===== src/design/rfp_pkg.sv =====
// ----------------------------------------------------------------------------
// rfp_pkg
// Shared types, codes and the byte-wide CRC-16/Kermit update for the radio
// frame parser.
// ----------------------------------------------------------------------------
package rfp_pkg;

    // Frame layout.
    localparam int HEADER_BYTES = 7;
    localparam int CRC_BYTES    = 2;
    localparam int HDR_FIELDS   = 5;

    // CRC-16/Kermit: reflected polynomial, zero start value, no final xor.
    localparam logic [15:0] CRC_POLY = 16'h8408;
    localparam logic [15:0] CRC_INIT = 16'h0000;

    // Header check flags.
    localparam logic [2:0] FLAG_MAGIC   = 3'b001;
    localparam logic [2:0] FLAG_VERSION = 3'b010;
    localparam logic [2:0] FLAG_LENGTH  = 3'b100;

    // Register reset values.
    localparam logic [7:0] MAGIC_RST   = 8'd0;
    localparam logic [7:0] VERSION_RST = 8'd1;
    localparam logic [7:0] MAX_LEN_RST = 8'd246;
    localparam logic [7:0] MIN_LEN_RST = 8'd9;

    // Saturation point of the byte counter.
    localparam logic [7:0] COUNT_MAX = 8'd255;

    // Header field slots.
    typedef enum logic [2:0] {
        HF_TYPE = 3'd0,
        HF_SEQ  = 3'd1,
        HF_SRC  = 3'd2,
        HF_DST  = 3'd3,
        HF_LEN  = 3'd4
    } hdr_field_t;

    // Configuration register indexes.
    typedef enum logic [1:0] {
        REG_MAGIC   = 2'd0,
        REG_VERSION = 2'd1,
        REG_MAX_LEN = 2'd2,
        REG_MIN_LEN = 2'd3
    } reg_index_t;

    // End of packet status codes.
    typedef enum logic [2:0] {
        ST_OK        = 3'd0,
        ST_SHORT     = 3'd1,
        ST_MAGIC     = 3'd2,
        ST_VERSION   = 3'd3,
        ST_TOO_LONG  = 3'd4,
        ST_TRUNCATED = 3'd5,
        ST_CRC_BAD   = 3'd6
    } status_t;

    // Result kinds.
    localparam logic KIND_PAYLOAD = 1'b0;
    localparam logic KIND_STATUS  = 1'b1;

    // One result word as held in the output queue.
    typedef struct packed {
        logic       kind;
        logic [7:0] payload_byte;
        logic [7:0] payload_index;
        status_t    status;
        logic [7:0] packet_type;
        logic [7:0] sequence_number;
        logic [7:0] source_address;
        logic [7:0] destination_address;
        logic [7:0] payload_length;
        logic       crc_ok;
        logic       last_result;
    } result_t;

    // Byte-wide CRC update, eight reflected shift steps.
    function automatic logic [15:0] crc_byte(input logic [15:0] crc_in,
                                             input logic [7:0]  data);
        logic [15:0] c;
        c = crc_in ^ {8'h00, data};
        for (int k = 0; k < 8; k++) begin
            c = c[0] ? ((c >> 1) ^ CRC_POLY) : (c >> 1);
        end
        return c;
    endfunction

endpackage


===== src/design/radio_frame_parser_crc16.sv =====
// ----------------------------------------------------------------------------
// radio_frame_parser_crc16
// Deframes a received radio buffer byte by byte and checks its CRC-16/Kermit.
// ----------------------------------------------------------------------------
// Bytes of a received buffer enter on the s_axis channel, one byte a word,
// with tlast on the final byte of the buffer. Results leave on m_axis: tuser
// is 0 for a payload byte and 1 for the end of packet status, and tlast
// marks the final result caused by one input byte.
// A byte is taken into an input register, then processed, once the queue
// has room, by the header checks and a byte-wide CRC update, and its results
// are written to a small output queue that is offered on m_axis. One byte is
// accepted every cycle while the queue has room; a final byte that is also a
// payload byte yields two results, which the queue absorbs.
// A byte is processed only when the queue has room for two results, so a
// stalled receiver fills the queue and then holds s_axis_tready low; no
// result is dropped. Configuration writes take effect at once; they are to
// be made only while the block is idle, which the block itself does not
// enforce.
// Reset clears the frame state, the queue and the input register, and
// loads the register defaults (magic 0, version 1, max length 246, min
// packet length 9).
// ----------------------------------------------------------------------------
module radio_frame_parser_crc16 #(
    parameter int FIFO_DEPTH = 4
) (
    input  logic        clk,
    input  logic        rst_n,
    // Configuration write port.
    input  logic        cfg_we,
    input  logic [1:0]  cfg_index,
    input  logic [7:0]  cfg_data,
    // Input bytes.
    input  logic        s_axis_tvalid,
    output logic        s_axis_tready,
    input  logic [7:0]  s_axis_tdata,   // [7:0] rx_byte
    input  logic        s_axis_tlast,   // end_of_buffer
    // Results.
    output logic        m_axis_tvalid,
    input  logic        m_axis_tready,
    // [7:0] payload_byte, [15:8] payload_index, [18:16] status,
    // [26:19] packet_type, [34:27] sequence_number, [42:35] source_address,
    // [50:43] destination_address, [58:51] payload_length, [59] crc_ok,
    // [63:60] zero
    output logic [63:0] m_axis_tdata,
    output logic        m_axis_tuser,   // result_kind
    output logic        m_axis_tlast    // last_result
);
    import rfp_pkg::*;

    localparam int PTR_W = (FIFO_DEPTH > 1) ? $clog2(FIFO_DEPTH) : 1;
    localparam int CNT_W = $clog2(FIFO_DEPTH + 1);
    localparam logic [PTR_W-1:0] LAST_IDX = PTR_W'(FIFO_DEPTH - 1);
    localparam logic [CNT_W-1:0] ROOM_MAX = CNT_W'(FIFO_DEPTH - 2);
    localparam logic [CNT_W-1:0] CNT_FULL = CNT_W'(FIFO_DEPTH);

    // Configuration registers.
    logic [7:0] magic_reg, version_reg, max_len_reg, min_len_reg;

    // Input register.
    logic       in_vld_reg;
    logic [7:0] in_byte_reg;
    logic       in_last_reg;

    // Frame state.
    logic [7:0]  byte_count_reg, byte_count_next;
    logic [15:0] running_crc_reg, running_crc_next;
    logic [15:0] received_crc_reg, received_crc_next;
    logic [7:0]  hdr_reg  [HDR_FIELDS];
    logic [7:0]  hdr_next [HDR_FIELDS];
    logic [2:0]  flags_reg, flags_next;

    // Output queue.
    result_t           fifo_mem [FIFO_DEPTH];
    logic [PTR_W-1:0]  wr_ptr_reg, rd_ptr_reg, wr_ptr_p1;
    logic [CNT_W-1:0]  count_reg;

    // Processing results.
    logic    proc_fire;
    logic    pay_emit;
    logic    stat_emit;
    result_t pay_res, stat_res;
    result_t wr0_res;
    logic [1:0] n_wr;
    logic    rd_fire;

    // Configuration writes.
    always_ff @(posedge clk or negedge rst_n)
    begin
        if (!rst_n)
        begin
            magic_reg   <= MAGIC_RST;
            version_reg <= VERSION_RST;
            max_len_reg <= MAX_LEN_RST;
            min_len_reg <= MIN_LEN_RST;
        end
        else if (cfg_we)
        begin
            case (reg_index_t'(cfg_index))
                REG_MAGIC:   magic_reg   <= cfg_data;
                REG_VERSION: version_reg <= cfg_data;
                REG_MAX_LEN: max_len_reg <= cfg_data;
                REG_MIN_LEN: min_len_reg <= cfg_data;
                default:     magic_reg   <= magic_reg;
            endcase
        end
    end

    // A byte is processed only when the queue can take two results.
    assign proc_fire     = in_vld_reg && (count_reg <= ROOM_MAX);
    assign s_axis_tready = !in_vld_reg || proc_fire;

    // Input register.
    always_ff @(posedge clk or negedge rst_n)
    begin
        if (!rst_n)
        begin
            in_vld_reg <= 1'b0;
        end
        else if (s_axis_tready)
        begin
            in_vld_reg <= s_axis_tvalid;
        end
    end

    always_ff @(posedge clk)
    begin
        if (s_axis_tvalid && s_axis_tready)
        begin
            in_byte_reg <= s_axis_tdata;
            in_last_reg <= s_axis_tlast;
        end
    end

    // Per-byte header checks, CRC update and result formation.
    always_comb
    begin
        logic [7:0] pos;
        logic [8:0] hdr_end;
        logic [9:0] frame_need;
        logic [2:0] slot;
        status_t    st;

        pos        = byte_count_reg;
        hdr_end    = {1'b0, hdr_reg[HF_LEN]} + 9'(HEADER_BYTES);
        slot       = pos[2:0] - 3'd2;

        byte_count_next   = byte_count_reg;
        running_crc_next  = running_crc_reg;
        received_crc_next = received_crc_reg;
        hdr_next          = hdr_reg;
        flags_next        = flags_reg;
        pay_emit          = 1'b0;

        if (pos != COUNT_MAX)
        begin
            if (pos == 8'd0 && in_byte_reg != magic_reg)
            begin
                flags_next = flags_next | FLAG_MAGIC;
            end
            if (pos == 8'd1 && in_byte_reg != version_reg)
            begin
                flags_next = flags_next | FLAG_VERSION;
            end
            if (pos >= 8'd2 && pos < 8'(HEADER_BYTES))
            begin
                hdr_next[slot] = in_byte_reg;
            end
            if (pos == 8'(HEADER_BYTES - 1) && in_byte_reg > max_len_reg)
            begin
                flags_next = flags_next | FLAG_LENGTH;
            end

            // CRC covers header and payload; the two bytes after it are the
            // received CRC, low byte first.
            if ({1'b0, pos} < hdr_end)
            begin
                running_crc_next = crc_byte(running_crc_reg, in_byte_reg);
            end
            else if ({1'b0, pos} == hdr_end)
            begin
                received_crc_next = {received_crc_reg[15:8], in_byte_reg};
            end
            else if ({1'b0, pos} == hdr_end + 9'd1)
            begin
                received_crc_next = {in_byte_reg, received_crc_reg[7:0]};
            end

            pay_emit = (pos >= 8'(HEADER_BYTES)) && ({1'b0, pos} < hdr_end)
                       && (flags_reg == 3'b000);
            byte_count_next = byte_count_reg + 8'd1;
        end

        // Payload result.
        pay_res               = '0;
        pay_res.kind          = KIND_PAYLOAD;
        pay_res.payload_byte  = in_byte_reg;
        pay_res.payload_index = pos - 8'(HEADER_BYTES);
        pay_res.status        = ST_OK;
        pay_res.last_result   = !in_last_reg;

        // Status: the first failing check wins.
        frame_need = {2'b00, hdr_next[HF_LEN]} + 10'(HEADER_BYTES + CRC_BYTES);
        if (byte_count_next < min_len_reg)
            st = ST_SHORT;
        else if ((flags_next & FLAG_MAGIC) != 3'b000)
            st = ST_MAGIC;
        else if ((flags_next & FLAG_VERSION) != 3'b000)
            st = ST_VERSION;
        else if (hdr_next[HF_LEN] > max_len_reg)
            st = ST_TOO_LONG;
        else if ({2'b00, byte_count_next} < frame_need)
            st = ST_TRUNCATED;
        else if (received_crc_next != running_crc_next)
            st = ST_CRC_BAD;
        else
            st = ST_OK;

        stat_res                     = '0;
        stat_res.kind                = KIND_STATUS;
        stat_res.status              = st;
        stat_res.packet_type         = hdr_next[HF_TYPE];
        stat_res.sequence_number     = hdr_next[HF_SEQ];
        stat_res.source_address      = hdr_next[HF_SRC];
        stat_res.destination_address = hdr_next[HF_DST];
        stat_res.payload_length      = hdr_next[HF_LEN];
        stat_res.crc_ok              = (st == ST_OK);
        stat_res.last_result         = 1'b1;

        stat_emit = in_last_reg;
    end

    // Frame state; everything clears after the final byte of a buffer.
    always_ff @(posedge clk or negedge rst_n)
    begin
        if (!rst_n)
        begin
            byte_count_reg   <= '0;
            running_crc_reg  <= CRC_INIT;
            received_crc_reg <= '0;
            flags_reg        <= '0;
            for (int i = 0; i < HDR_FIELDS; i++)
            begin
                hdr_reg[i] <= '0;
            end
        end
        else if (proc_fire)
        begin
            if (in_last_reg)
            begin
                byte_count_reg   <= '0;
                running_crc_reg  <= CRC_INIT;
                received_crc_reg <= '0;
                flags_reg        <= '0;
                for (int i = 0; i < HDR_FIELDS; i++)
                begin
                    hdr_reg[i] <= '0;
                end
            end
            else
            begin
                byte_count_reg   <= byte_count_next;
                running_crc_reg  <= running_crc_next;
                received_crc_reg <= received_crc_next;
                flags_reg        <= flags_next;
                hdr_reg          <= hdr_next;
            end
        end
    end

    // Queue write selection: payload first, status behind it.
    assign n_wr      = proc_fire ? ({1'b0, pay_emit} + {1'b0, stat_emit}) : 2'd0;
    assign wr0_res   = pay_emit ? pay_res : stat_res;
    assign wr_ptr_p1 = (wr_ptr_reg == LAST_IDX) ? '0 : wr_ptr_reg + PTR_W'(1);
    assign rd_fire   = m_axis_tvalid && m_axis_tready;

    always_ff @(posedge clk)
    begin
        if (n_wr != 2'd0)
        begin
            fifo_mem[wr_ptr_reg] <= wr0_res;
        end
        if (n_wr == 2'd2)
        begin
            fifo_mem[wr_ptr_p1] <= stat_res;
        end
    end

    // Queue pointers and fill count.
    always_ff @(posedge clk or negedge rst_n)
    begin
        if (!rst_n)
        begin
            wr_ptr_reg <= '0;
            rd_ptr_reg <= '0;
            count_reg  <= '0;
        end
        else
        begin
            if (n_wr == 2'd1)
            begin
                wr_ptr_reg <= wr_ptr_p1;
            end
            else if (n_wr == 2'd2)
            begin
                wr_ptr_reg <= (wr_ptr_p1 == LAST_IDX) ? '0 : wr_ptr_p1 + PTR_W'(1);
            end
            if (rd_fire)
            begin
                rd_ptr_reg <= (rd_ptr_reg == LAST_IDX) ? '0 : rd_ptr_reg + PTR_W'(1);
            end
            count_reg <= count_reg + CNT_W'(n_wr) - CNT_W'(rd_fire);
        end
    end

    // Output channel.
    result_t head;
    assign head          = fifo_mem[rd_ptr_reg];
    assign m_axis_tvalid = (count_reg != '0);
    assign m_axis_tuser  = head.kind;
    assign m_axis_tlast  = head.last_result;
    assign m_axis_tdata  = {4'b0000, head.crc_ok, head.payload_length,
                            head.destination_address, head.source_address,
                            head.sequence_number, head.packet_type,
                            head.status, head.payload_index, head.payload_byte};

    // The queue never overfills.
    a_no_overflow: assert property (@(posedge clk) disable iff (!rst_n)
        count_reg <= CNT_FULL)
        else $error("result queue overflow");

    // A final byte always leaves the frame state cleared.
    a_frame_clear: assert property (@(posedge clk) disable iff (!rst_n)
        (proc_fire && in_last_reg) |=> (byte_count_reg == 8'd0 && flags_reg == 3'b000))
        else $error("frame state not cleared after final byte");

    // A payload result never reports a good CRC.
    a_payload_crc: assert property (@(posedge clk) disable iff (!rst_n)
        (m_axis_tvalid && m_axis_tuser == KIND_PAYLOAD) |-> !m_axis_tdata[59])
        else $error("payload result carries crc_ok");

    // A byte waiting in the input register is processed once the queue drains.
    a_progress: assert property (@(posedge clk) disable iff (!rst_n)
        (in_vld_reg && count_reg == '0) |-> proc_fire)
        else $error("input stuck with empty queue");

endmodule

===== config.mk =====
export PLATFORM = sky130hd
export DESIGN_NAME = radio_frame_parser_crc16
export DESIGN_NICKNAME = d
export VERILOG_FILES = /design/src/design/rfp_pkg.sv /design/src/design/radio_frame_parser_crc16.sv
export SDC_FILE = /design/constraint.sdc
export NUM_CORES = 1
export LEC_CHECK = 0
export BUFFER_PORTS_ARGS = -buffer_cell sky130_fd_sc_hd__buf_2
export CORE_MARGIN = 3
export CORE_UTILIZATION = 31
export DETAILED_ROUTE_END_ITERATION = 16
export PLACE_DENSITY = 0.53
export SYNTH_ARGS = -nofsm -noshare
export SYNTH_HDL_FRONTEND = slang
export SYNTH_SLANG_ARGS = --single-unit

===== constraint.sdc =====
create_clock -name clk -period 9.4 [get_ports clk]
set_clock_uncertainty 0.15 [all_clocks]
set_input_delay 0.47 -clock clk [delete_from_list [all_inputs] [get_ports clk]]
set_output_delay 0.47 -clock clk [all_outputs]
set_load 0.05 [all_outputs]

==> reports/results.tsv <==
stage	metric	value	unit
status	outcome	complete, no violations	
final_layout	drive_gt1_share	18.5	%
critical_path	worstPathCellList	inv_1 > ha_1 > nor2b_2 > nor2_1 > xnor2_1 > ha_1 > a21o_1 > a21o_1 > a21oi_1 > o21a_1 > o311ai_1 > buf_4 > inv_1 > ha_1 > nand2_1 > inv_1 > ha_1 > a21oi_1 > buf_4 > inv_2 > buf_4 > nand2_1 > buf_4 > nor4_2	
timing	setup-tns-final	0	ns
route	drtPass1Iterations	5	
route	dr.first_iter.drc_count	879	
final_layout	fin_util	36.2	%
clock_tree	clk_pin_slew	0.06	ns
critical_path	rr_endpoint	fifo_mem[1][1]	
logic_synthesis	syn-instance-count	1587	
logic_synthesis	synth_edf_count	185	
logic_synthesis	yosysTopAreaCell	edfxtp_1	
route	routed_via_density	5.16	
clock_tree	post_cts_buffers	0	
clock_tree	cts.sinks	380	
timing	drv_slew	0	
power	power.density	297	nW/um^2
final_layout	antennaDiodeCount	0	
grt	grt-ovfl-total	0	
grt	grt_use_total	16.1	%
clock_tree	htreeDepth	2	
critical_path	path_delay_family	buffers and inverters	
logic_synthesis	synth_warnings	0	
critical_path	crit_end	fifo_mem[1][1]	
critical_path	end_kind	register	
logic_synthesis	syn_area_per_cell	11.8	um^2
timing	period_needed	7.01	ns
logic_synthesis	synthTopCellsByArea	edfxtp_1 30%, dfrtp_1 15%, dfxtp_1 7.7%	
route	routed_wl	50.9	mm
clock_tree	clk_latency	0.60	ns
timing	fmax	143	MHz
logic_synthesis	synth_commonest_cells	199 x nor2_1, 185 x edfxtp_1, 114 x dfrtp_1	
floorplan	io_pins	92	
clock_tree	cts_buffers	42	
logic_synthesis	synth-seq-area-share	53.9	%
route	wl_met3	2.54	mm
final_layout	nets	1746	
floorplan	coreArea	59400	um^2
grt	grt_start_max_net_pins	63	
run	max_cap_violations	0	
floorplan	fp.dieW	252	um
timing	hold_viol	0	
logic_synthesis	netlist_area	18700	um^2
route	wl_met2	24.3	mm
placed_design	portBuffers	87	
critical_path	cp.arrival	7.28	ns
critical_path	rrSetupSlack	2.39	ns
logic_synthesis	synthArstFlopShare	32.4	%
critical_path	cp-start-kind	register	
power	leakage	0.00828	uW
clock_tree	root_buffer	clkbuf_16	
critical_path	worst_ep_required_time	9.67	ns
critical_path	crit_path_max_incr_delay	0.73	ns
logic_synthesis	yosysMostFrequentCell	nor2_1	
timing	finalSetupViolations	0	
grt	first_global_vias	13000	
route	drc	0	
min_path	holdCritPathClass	in2reg	
power	fin_total_pwr	6370	uW
critical_path	crit_slowest_cell	a21oi_1	
timing	period_share	74.6	%
grt	antenna_found_initial	0	
grt	grt_pass1_wl	79.3	mm
critical_path	cp.buffers_inverters	8	
critical_path	crit_fanout	43	
placed_design	gp_congestion	0.851	
floorplan	fp.dieH	252	um
placed_design	detailed_place_hpwl	32.8	mm
route	postRouteAntennaNets	0	
critical_path	r2r_cells	24	
floorplan	initial_core_util	31.5	%
logic_synthesis	ys_seq_elements	380	
final_layout	largest_register_ffs	248	
critical_path	path_depth	24	
critical_path	path_class	reg2reg	
floorplan	die_area	63300	um^2
timing	slew_headroom	12.3	%
clock_tree	cts_tree	yes	
floorplan	row_count	89	
clock_tree	clk_path_buf_depth	3	
critical_path	crit_start	hdr_reg[1]	
timing	worstMarginPinSlew	1.30	ns
route	routed.top_layer	met4	
logic_synthesis	synth_top_area_share	29.7	%
route	drt-wirelength-per-cell	20.6	um
route	vias	12700	
final_layout	syn2layout_area_growth	14.8	%
timing	hold_slack	0.0456	ns
logic_synthesis	synth_flop_cell	edfxtp_1	
route	wl_met1	22.9	mm
logic_synthesis	synth.distinct_cells	73	
power	vdd_ir_drop_max	0.000212	V
timing	rsz0062_at_grt	false	
critical_path	rr_startpoint	hdr_reg[1]	
power breakdown:
part / internal [uW] / total (uW) / switching [uW]
registers: 1990 / 2160 / 162
clock network: 985 / 1680 / 699
logic: 820 / 2530 / 1710
metal layers:
layer | vias up | global-route usage [%]
met4 | 0 | 4.57
met5 | - | 0
met1 | 6427 | 22.0
li1 | 5925 | -
met3 | 69 | 2.42
met2 | 319 | 26.7
final cells by class:
class / instances / area, um^2
multi-input combinational: 1044 / 7950
inverter: 65 / 244
sequential: 380 / 10100
clock buffer: 65 / 1290
fill: 5794 / 37900
tap: 773 / 967
clock inverter: 13 / 168
timing repair buffer: 128 / 773
layout by cell type (no fill, tap or decap), types with 41 or more instances in the layout:
| master | instances |
|---|---|
| a21oi_1 | 49 |
| a22o_1 | 69 |
| buf_2 | 86 |
| clkbuf_16 | 42 |
| dfrtp_1 | 112 |
| dfxtp_1 | 72 |
| edfxtp_1 | 185 |
| ha_1 | 60 |
| inv_1 | 59 |
| mux2i_1 | 54 |
| mux4_2 | 62 |
| nand2_1 | 112 |
| nor2_1 | 199 |
| o21ai_0 | 81 |
| xnor2_1 | 48 |
| xor2_1 | 41 |
metrics by stage:
| step | instance area [um^2] | worst slack (ns) | cells |
|---|---|---|---|
| finish | 21500 | 2.39 | 2468 |
| global route | 21500 | 1.78 | 2468 |
| CTS | 21500 | 2.41 | 2468 |
| detailed placement | 19900 | 2.39 | 2379 |
| global placement | 19900 | 2.64 | 2379 |
| floorplan | 18700 | 3.02 | 1590 |
cells by family (layout without fill, tap and decap cells):
logic type                 after synthesis  in the layout  share of synthesized area, %
and+or+nand+nor                        433            433                          10.4
DFF                                    380            380                          53.9
AOI/OAI and AO/OA                      305            305                          11.1
buffers and inverters                  166            271                          3.67
muxes                                  151            151                          12.5
xor gates and xnor gates                90             90                          4.29
adders and majority gates               61             61                          4.12
other                                    1              4                        0.0200
worst reg2reg max path, cell delays in order, from the launching register on:
cell and delay, ns:
dfrtp_1 0.48, inv_1 0.18, ha_1 0.34, nor2b_2 0.27
nor2_1 0.10, xnor2_1 0.25, ha_1 0.31, a21o_1 0.21
a21o_1 0.17, a21oi_1 0.73, o21a_1 0.30, o311ai_1 0.14
buf_4 0.19, inv_1 0.23, ha_1 0.32, nand2_1 0.15
inv_1 0.09, ha_1 0.36, a21oi_1 0.13, buf_4 0.23
inv_2 0.40, buf_4 0.48, nand2_1 0.10, buf_4 0.31
nor4_2 0.21
how the worst min path moves through the flow:
stage	from	end	slack [ns]	cells after the start
after global routing	cfg_data[2]	magic_reg[2]	0.04	2
after CTS	cfg_data[2]	min_len_reg[2]	0.02	2
after floorplan	rst_n	byte_count_reg[0]	0.02	0
after detailed placement	fifo_mem[3][61]	fifo_mem[3][61]	0.28	2
after global placement	fifo_mem[2][61]	fifo_mem[2][61]	0.28	2
final	cfg_data[2]	magic_reg[2]	0.05	2
timing repair:
item,CTS,global route
hold endpoints to repair,62,0
hold buffers,11,0
resized for setup,0,0
(Power assumes the default switching activity.)
